### src/rtl/core/fcm_pkg.sv
// fcm_pkg: shared types and constants for the freshness counter manager.
// No dependencies; used by every module in rtl/core.

package fcm_pkg;

  localparam int unsigned ValueW = 32;
  localparam int unsigned BitsW  = 6;
  localparam int unsigned CfgW   = 32;

  localparam logic [1:0] ACT_TX     = 2'd0;
  localparam logic [1:0] ACT_CHECK  = 2'd1;
  localparam logic [1:0] ACT_ACCEPT = 2'd2;
  localparam logic [1:0] ACT_CLEAR  = 2'd3;

  localparam logic CFG_TRUNC_BITS = 1'b0;
  localparam logic CFG_WINDOW     = 1'b1;

  localparam logic [BitsW-1:0]  TRUNC_BITS_RESET = 6'd32;
  localparam logic [ValueW-1:0] WINDOW_RESET     = 32'd1024;
  localparam logic [BitsW-1:0]  FULL_BITS        = 6'd32;

  typedef struct packed {
    logic [1:0]        action;
    logic [ValueW-1:0] wire_value;
    logic [ValueW-1:0] accepted_value;
  } req_t;

  typedef struct packed {
    logic              ok;
    logic [ValueW-1:0] full_value;
  } rsp_t;

  typedef struct packed {
    logic [ValueW-1:0] tx_count;
    logic [ValueW-1:0] rx_mark;
    logic              rx_synced;
  } state_t;

endpackage

### src/rtl/core/fcm_in_stage.sv
// fcm_in_stage: input register holding one request beat ahead of the core.
// Depends on fcm_pkg.

module fcm_in_stage (
  input  logic          clk,
  input  logic          rst,
  input  logic          req_valid,
  output logic          req_stall,
  input  fcm_pkg::req_t req,
  input  logic          advance,
  output logic          hold_valid,
  output fcm_pkg::req_t hold
);

  assign req_stall = hold_valid && !advance;

  always_ff @(posedge clk) begin
    if (rst) begin
      hold_valid <= 1'b0;
    end else if (!req_stall) begin
      hold_valid <= req_valid;
    end
  end

  always_ff @(posedge clk) begin
    if (req_valid && !req_stall) begin
      hold <= req;
    end
  end

endmodule

### src/rtl/core/fcm_core.sv
// fcm_core: configuration registers, counter state and the per-beat action logic.
// Depends on fcm_pkg.

module fcm_core (
  input  logic                        clk,
  input  logic                        rst,
  input  logic                        cfg_we,
  input  logic                        cfg_index,
  input  logic [fcm_pkg::CfgW-1:0]    cfg_data,
  input  logic                        fire,
  input  fcm_pkg::req_t               item,
  output fcm_pkg::rsp_t               result,
  output fcm_pkg::state_t             st
);

  logic [fcm_pkg::BitsW-1:0]  trunc_bits;
  logic [fcm_pkg::ValueW-1:0] window;
  logic [fcm_pkg::ValueW-1:0] tx_count, tx_count_next;
  logic [fcm_pkg::ValueW-1:0] rx_mark, rx_mark_next;
  logic                       rx_synced, rx_synced_next;

  logic [fcm_pkg::ValueW-1:0] mask, period, low, splice, stepped, cand, diff;
  logic                       bits_bad, bits_full, wraps, chk_ok;
  logic [fcm_pkg::ValueW-1:0] chk_value;

  always_ff @(posedge clk) begin
    if (rst) begin
      trunc_bits <= fcm_pkg::TRUNC_BITS_RESET;
      window     <= fcm_pkg::WINDOW_RESET;
    end else if (cfg_we) begin
      case (cfg_index)
        fcm_pkg::CFG_TRUNC_BITS: trunc_bits <= cfg_data[fcm_pkg::BitsW-1:0];
        fcm_pkg::CFG_WINDOW:     window     <= cfg_data[fcm_pkg::ValueW-1:0];
        default: ;
      endcase
    end
  end

  // rebuild of the full value from the truncated wire bits
  always_comb begin
    bits_bad  = (trunc_bits == '0) || (trunc_bits > fcm_pkg::FULL_BITS);
    bits_full = (trunc_bits == fcm_pkg::FULL_BITS);
    mask      = ~({fcm_pkg::ValueW{1'b1}} << trunc_bits[4:0]);
    period    = mask + 32'd1;
    low       = item.wire_value & mask;
    splice    = (rx_mark & ~mask) | low;
    stepped   = splice + period;
    wraps     = 1'b0;
    if (bits_full) begin
      cand = item.wire_value;
    end else if (splice <= rx_mark) begin
      cand  = stepped;
      wraps = splice > ~period;
    end else begin
      cand = splice;
    end
    diff = cand - rx_mark;
    if (bits_bad) begin
      chk_ok = 1'b0;
    end else if (!rx_synced) begin
      chk_ok = 1'b1;
    end else begin
      chk_ok = !wraps && (cand > rx_mark) && (diff <= window);
    end
    chk_value = chk_ok ? (rx_synced ? cand : (bits_full ? item.wire_value : low)) : '0;
  end

  always_comb begin
    tx_count_next  = tx_count;
    rx_mark_next   = rx_mark;
    rx_synced_next = rx_synced;
    result.ok         = 1'b1;
    result.full_value = '0;
    case (item.action)
      fcm_pkg::ACT_TX: begin
        tx_count_next     = tx_count + 32'd1;
        result.full_value = tx_count_next;
      end
      fcm_pkg::ACT_CHECK: begin
        result.ok         = chk_ok;
        result.full_value = chk_value;
      end
      fcm_pkg::ACT_ACCEPT: begin
        if (!rx_synced || item.accepted_value > rx_mark) begin
          rx_mark_next   = item.accepted_value;
          rx_synced_next = 1'b1;
        end
        result.full_value = rx_mark_next;
      end
      default: begin
        tx_count_next  = '0;
        rx_mark_next   = '0;
        rx_synced_next = 1'b0;
      end
    endcase
  end

  always_ff @(posedge clk) begin
    if (rst) begin
      tx_count  <= '0;
      rx_mark   <= '0;
      rx_synced <= 1'b0;
    end else if (fire) begin
      tx_count  <= tx_count_next;
      rx_mark   <= rx_mark_next;
      rx_synced <= rx_synced_next;
    end
  end

  assign st.tx_count  = tx_count;
  assign st.rx_mark   = rx_mark;
  assign st.rx_synced = rx_synced;

endmodule

### src/rtl/core/fcm_out_stage.sv
// fcm_out_stage: result register toward the response channel.
// Depends on fcm_pkg.

module fcm_out_stage (
  input  logic          clk,
  input  logic          rst,
  input  logic          load,
  input  fcm_pkg::rsp_t result,
  output logic          can_load,
  output logic          rsp_valid,
  input  logic          rsp_stall,
  output fcm_pkg::rsp_t rsp
);

  assign can_load = !rsp_valid || !rsp_stall;

  always_ff @(posedge clk) begin
    if (rst) begin
      rsp_valid <= 1'b0;
    end else if (can_load) begin
      rsp_valid <= load;
    end
  end

  always_ff @(posedge clk) begin
    if (load && can_load) begin
      rsp <= result;
    end
  end

endmodule

### src/rtl/core/freshness_counter_manager.sv
// freshness_counter_manager: top level of the freshness value manager.
// Depends on fcm_pkg, fcm_in_stage, fcm_core, fcm_out_stage.
//
//   channel | signals                      | beat
//   req     | req_valid, req_stall, req    | action, wire_value, accepted_value
//   rsp     | rsp_valid, rsp_stall, rsp    | ok, full_value
//   cfg     | cfg_we, cfg_index, cfg_data  | one register write per enabled edge
//
// One beat per cycle unless rsp stalls; a beat is held in u_in, then in u_out.
// The action is evaluated as the beat leaves the input register, set by one
// splice, add and compare path in fcm_core.
// rst is synchronous and restores registers and counters to their reset values.
// A stalled rsp holds the result register; req stalls only when the input
// register is full and cannot move on.

module freshness_counter_manager (
  input  logic                     clk,
  input  logic                     rst,
  input  logic                     req_valid,
  output logic                     req_stall,
  input  fcm_pkg::req_t            req,
  output logic                     rsp_valid,
  input  logic                     rsp_stall,
  output fcm_pkg::rsp_t            rsp,
  input  logic                     cfg_we,
  input  logic                     cfg_index,
  input  logic [fcm_pkg::CfgW-1:0] cfg_data
);

  logic            hold_valid, can_load, advance;
  fcm_pkg::req_t   hold;
  fcm_pkg::rsp_t   result;
  fcm_pkg::state_t st;

  assign advance = hold_valid && can_load;

  fcm_in_stage u_in (
    .clk(clk), .rst(rst),
    .req_valid(req_valid), .req_stall(req_stall), .req(req),
    .advance(advance), .hold_valid(hold_valid), .hold(hold)
  );

  fcm_core u_core (
    .clk(clk), .rst(rst),
    .cfg_we(cfg_we), .cfg_index(cfg_index), .cfg_data(cfg_data),
    .fire(advance), .item(hold), .result(result), .st(st)
  );

  fcm_out_stage u_out (
    .clk(clk), .rst(rst),
    .load(advance), .result(result), .can_load(can_load),
    .rsp_valid(rsp_valid), .rsp_stall(rsp_stall), .rsp(rsp)
  );

  a_reject_zero: assert property (@(posedge clk) disable iff (rst)
    rsp_valid && !rsp.ok |-> rsp.full_value == '0)
    else $error("rejected check carries a nonzero value");

  a_clear: assert property (@(posedge clk) disable iff (rst)
    advance && hold.action == fcm_pkg::ACT_CLEAR |=>
      st.tx_count == '0 && st.rx_mark == '0 && !st.rx_synced)
    else $error("clear left state behind");

  a_accept_sync: assert property (@(posedge clk) disable iff (rst)
    advance && hold.action == fcm_pkg::ACT_ACCEPT |=> st.rx_synced)
    else $error("accept did not set sync");

  a_stall_full: assert property (@(posedge clk) disable iff (rst)
    req_stall |-> hold_valid && !can_load)
    else $error("request stalled with room to move");

endmodule
### config.mk
export PLATFORM = sky130hd
export DESIGN_NAME = freshness_counter_manager
export DESIGN_NICKNAME = d
export VERILOG_FILES = /design/src/rtl/core/fcm_pkg.sv /design/src/rtl/core/fcm_in_stage.sv /design/src/rtl/core/fcm_core.sv /design/src/rtl/core/fcm_out_stage.sv /design/src/rtl/core/freshness_counter_manager.sv
export SDC_FILE = /design/constraint.sdc
export NUM_CORES = 1
export LEC_CHECK = 0
export BUFFER_PORTS_ARGS = -buffer_cell sky130_fd_sc_hd__buf_4
export CORE_MARGIN = 10
export CORE_UTILIZATION = 34
export CTS_BUF_LIST = sky130_fd_sc_hd__clkbuf_4 sky130_fd_sc_hd__clkbuf_8
export DETAILED_ROUTE_END_ITERATION = 10
export GPL_TIMING_DRIVEN = 0
export PLACE_DENSITY = 0.58
export SKIP_LAST_GASP = 1
export SYNTH_ARGS = -nofsm -noshare
export SYNTH_HDL_FRONTEND = slang
export SYNTH_SLANG_ARGS = --single-unit
### constraint.sdc
create_clock -name clk -period 10.1 [get_ports clk]
set_clock_uncertainty 0.1 [all_clocks]
set_input_delay 2.02 -clock clk [delete_from_list [all_inputs] [get_ports clk]]
set_output_delay 2.02 -clock clk [all_outputs]
set_load 0.05 [all_outputs]
==> impl_metrics.env <==
export IMPL_status="finished, final reports clean"
export IMPL_max_slew_margin=0.164
export IMPL_rows=82
export IMPL_grt_usage=0.236
export IMPL_synthCells=2180
export IMPL_drc_errors=0
export IMPL_syn_area_sq_mm=0.0175
export IMPL_wl_per_cell_um=24.2
export IMPL_placed_area_sq_mm=0.0194
export IMPL_max_freq_mhz=101
export IMPL_fp_dieH_um=247
export IMPL_worstMarginPinSlew_ns=1.25
export IMPL_hold_class="reg -> reg"
export IMPL_peakVddDrop_uv=95.5
export IMPL_cts_htree_levels=2
export IMPL_cts_made_buffers=39
export IMPL_regArea_sq_mm=0.00508
export IMPL_cpMostUsedCell="a21oi_1"
export IMPL_grt_max_degree=35
export IMPL_finalHoldViolations=0
export IMPL_drive_gt1_frac=0.135
export IMPL_seq_area_frac_synth=0.291
export IMPL_dr_pass1_iters=6
export IMPL_io_pins=139
export IMPL_wl_um=74100
export IMPL_fill_cells=5204
export IMPL_cts_clk_slew_worst_paths_ns=0.06
export IMPL_cts_tree="built"
export IMPL_r2r_start="u_core.trunc_bits[4]$_SDFFE_PP0P_"
export IMPL_portBuffers=137
export IMPL_max_stage_delay_ns=0.50
export IMPL_crit_type="reg -> reg"
export IMPL_ys_seq_elements=204
export IMPL_synth_area_per_cell_sq_um=8.01
export IMPL_dieWidth_um=247
export IMPL_finalCritPeriodShare=0.979
export IMPL_crit_cells=37
export IMPL_clock_root_buffer="clkbuf_8"
export IMPL_leakagePower_nw=8.12
export IMPL_fp_dieArea_sq_mm=0.0608
export IMPL_r2r_slack_ns=0.21
export IMPL_grt_overflow_total=0
export IMPL_ant_nets=0
export IMPL_fin_crit_ns=9.89
export IMPL_crit_path_start_kind="flop"
export IMPL_drv_cap=0
export IMPL_slowest_stage="dfxtp_1"
export IMPL_core_sq_mm=0.0505
export IMPL_finalPower_w=0.00308
export IMPL_worst_slack_ns=0.207
export IMPL_fin_nets=2630
export IMPL_final_area_sq_mm=0.0204
export IMPL_synth_cell_types=84
export IMPL_syn_nets=2450
export IMPL_reg2reg_depth=37
export IMPL_multi_input_area_sq_mm=0.0115
export IMPL_reg2reg_to="u_out.rsp[9]$_DFFE_PP_"
export IMPL_first_iter_violations=1829
export IMPL_crit_end="u_out.rsp[9]$_DFFE_PP_"
export IMPL_drv_slew=0
export IMPL_setup_violations_final=0
export IMPL_grt_antenna_before_repair=1
export IMPL_yosys_warnings=0
export IMPL_grt_pass1_vias=17116
export IMPL_place_congestion=1.01
export IMPL_hold_buffers=0
export IMPL_cp_top_family="compound AO/OA/AOI/OAI gates"
export IMPL_areaGrowthSynthToFinish_pct=16.7
export IMPL_endpoint_kind="flop"
export IMPL_ys_flop_type="dfxtp_1"
export IMPL_crit_required_ns=10.41
export IMPL_viasPerCell=5.78
export IMPL_start_util=0.346
export IMPL_dp_hpwl_um=60500
export IMPL_async_flop_share=0
export IMPL_worst_ep_arrival_time_ns=10.20
export IMPL_route_vias_total=17680
export IMPL_synth_edf_count=99
export IMPL_startpoint="u_core.trunc_bits[4]$_SDFFE_PP0P_"
export IMPL_clk_path_buf_depth=3
export IMPL_cts_sinks=204
export IMPL_dp_slack_ns=-1.43
export IMPL_clk_latency_ns=0.63
export IMPL_grt_pass1_wl_um=108000
export IMPL_pwr_density_cell_mw_per_mm2=151
export IMPL_hold_depth=2
export IMPL_worstPathMaxFanout=10
export IMPL_crit_buf_inv=7
==> cell type report <==
cell class                 instances  share of cell area
antenna                            1            0.000123
buffer                           119              0.0268
clock buffer                      53              0.0318
clock inverter                    16             0.00958
inverter                         120              0.0221
multi-input combinational       1731               0.563
sequential                       204               0.249
tap                              672              0.0413
timing repair buffer             145              0.0563
==> synthesized netlist by cell type (16+ instances only) <==
cell type | instances | area, sq um
a22o_1 | 34 | 298
o21ai_0 | 118 | 591
edfxtp_1 | 99 | 2970
clkbuf_1 | 104 | 390
mux2i_1 | 29 | 290
o211ai_1 | 24 | 180
nor2b_1 | 20 | 125
o21a_1 | 19 | 143
nand2_1 | 253 | 950
nand3_1 | 67 | 335
xnor2_1 | 67 | 587
nand2b_1 | 23 | 144
and2_1 | 16 | 100
xor2_1 | 16 | 140
a21o_1 | 48 | 360
nor3_1 | 61 | 305
nand4_1 | 50 | 313
a21oi_1 | 210 | 1050
a31oi_1 | 16 | 100
a22oi_1 | 55 | 413
ha_1 | 164 | 2050
dfxtp_1 | 105 | 2100
nor2_1 | 186 | 698
and3_1 | 25 | 156
inv_1 | 120 | 450
mux2_2 | 29 | 327
==> worst min path at each step <==
| stage | startpoint | to |
|---|---|---|
| global placement | u_core.window[3]$_SDFFE_PP0P_ | u_core.window[3]$_SDFFE_PP0P_ |
| floorplan | u_core.window[11]$_SDFFE_PP0P_ | u_core.window[11]$_SDFFE_PP0P_ |
| global route | u_core.window[7]$_SDFFE_PP0P_ | u_core.window[7]$_SDFFE_PP0P_ |
| finish | u_core.window[3]$_SDFFE_PP0P_ | u_core.window[3]$_SDFFE_PP0P_ |
| CTS | u_core.window[14]$_SDFFE_PP0P_ | u_core.window[14]$_SDFFE_PP0P_ |
| detailed placement | u_core.window[14]$_SDFFE_PP0P_ | u_core.window[14]$_SDFFE_PP0P_ |
==> metrics by stage <==
| step | util | hold slack, ns | instances | setup TNS [ns] |
|---|---|---|---|---|
| finish | 0.404 | 0.358 | 3061 | 0 |
| global route | 0.404 | 0.373 | 3061 | -0.0120 |
| CTS | 0.402 | 0.359 | 3057 | 0 |
| detailed placement | 0.384 | 0.351 | 2991 | -44.04 |
| global placement | 0.383 | 0.345 | 2989 | -44.18 |
| floorplan | - | 0.336 | 2180 | 0 |
==> sequential cells by signal, summed over array words and instances, names as in the netlist <==
register,cells
u_core.tx_count,32
u_out.rsp,33
u_core.window,32
u_out.rsp_valid,1
u_core.rx_synced,1
u_in.hold_valid,1
u_core.trunc_bits,6
u_in.hold,66
u_core.rx_mark,32
==> metal layers <==
| metal | share of wire | global-route usage | vias to the layer above |
|---|---|---|---|
| li1 | - | - | 8365 |
| met4 | 0.037 | 0.0844 | 0 |
| met3 | 0.085 | 0.0483 | 150 |
| met2 | 0.45 | 0.383 | 825 |
| met5 | 0 | 0 | - |
| met1 | 0.43 | 0.303 | 8340 |
==> report_power, final <==
group	total [W]	switching, W	internal (W)
logic	0.00122	0.000772	0.000450
registers	0.000937	0.0000314	0.000906
clock network	0.000917	0.000395	0.000522
==> worst reg2reg max path, delay by kind of cell, from the launching register on <==
family | cells | cell delay, ns
AOI/OAI and AO/OA | 19 | 4.48
xor gates and xnor gates | 1 | 0.14
and+or+nand+nor | 7 | 1.80
adders and majority gates | 3 | 1.02
DFF | 1 | 0.50
buffers and inverters | 7 | 1.69
==> layout by cell type, fill, tap and decap left out, types with 19 or more instances in the layout <==
| cell | n |
|---|---|
| mux2_2 | 29 |
| nand4_1 | 50 |
| nand2_1 | 252 |
| o21ai_0 | 117 |
| a22o_1 | 34 |
| dfxtp_1 | 104 |
| nand2b_1 | 23 |
| a22oi_1 | 55 |
| and3_1 | 25 |
| a21oi_1 | 210 |
| xnor2_1 | 67 |
| inv_1 | 119 |
| ha_1 | 164 |
| buf_4 | 147 |
| edfxtp_1 | 99 |
| nor3_1 | 57 |
| nor2b_1 | 19 |
| clkbuf_1 | 84 |
| o21a_1 | 19 |
| a21o_1 | 48 |
| nand3_1 | 67 |
| clkbuf_8 | 40 |
| o211ai_1 | 24 |
| nor2_1 | 185 |
| mux2i_1 | 29 |
==> cells by family after synthesis <==
logic type               after synthesis  synth area share
buffers and inverters                245            0.0570
AND/OR/NAND/NOR                      759             0.204
adder cells (fa/ha/maj)              166             0.120
flip-flops                           204             0.291
AO/OA/AOI/OAI                        665             0.251
XOR/XNOR                              83            0.0416
multiplexers                          58            0.0353
==> timing repair <==
item / CTS / global route
gates cloned: 0 / 0
setup endpoints to repair: 33 / 33
gates resized for setup: 19 / 29
pin swaps: 1 / 2
setup buffers: 2 / 3
Power figures use the tool's default switching activity.
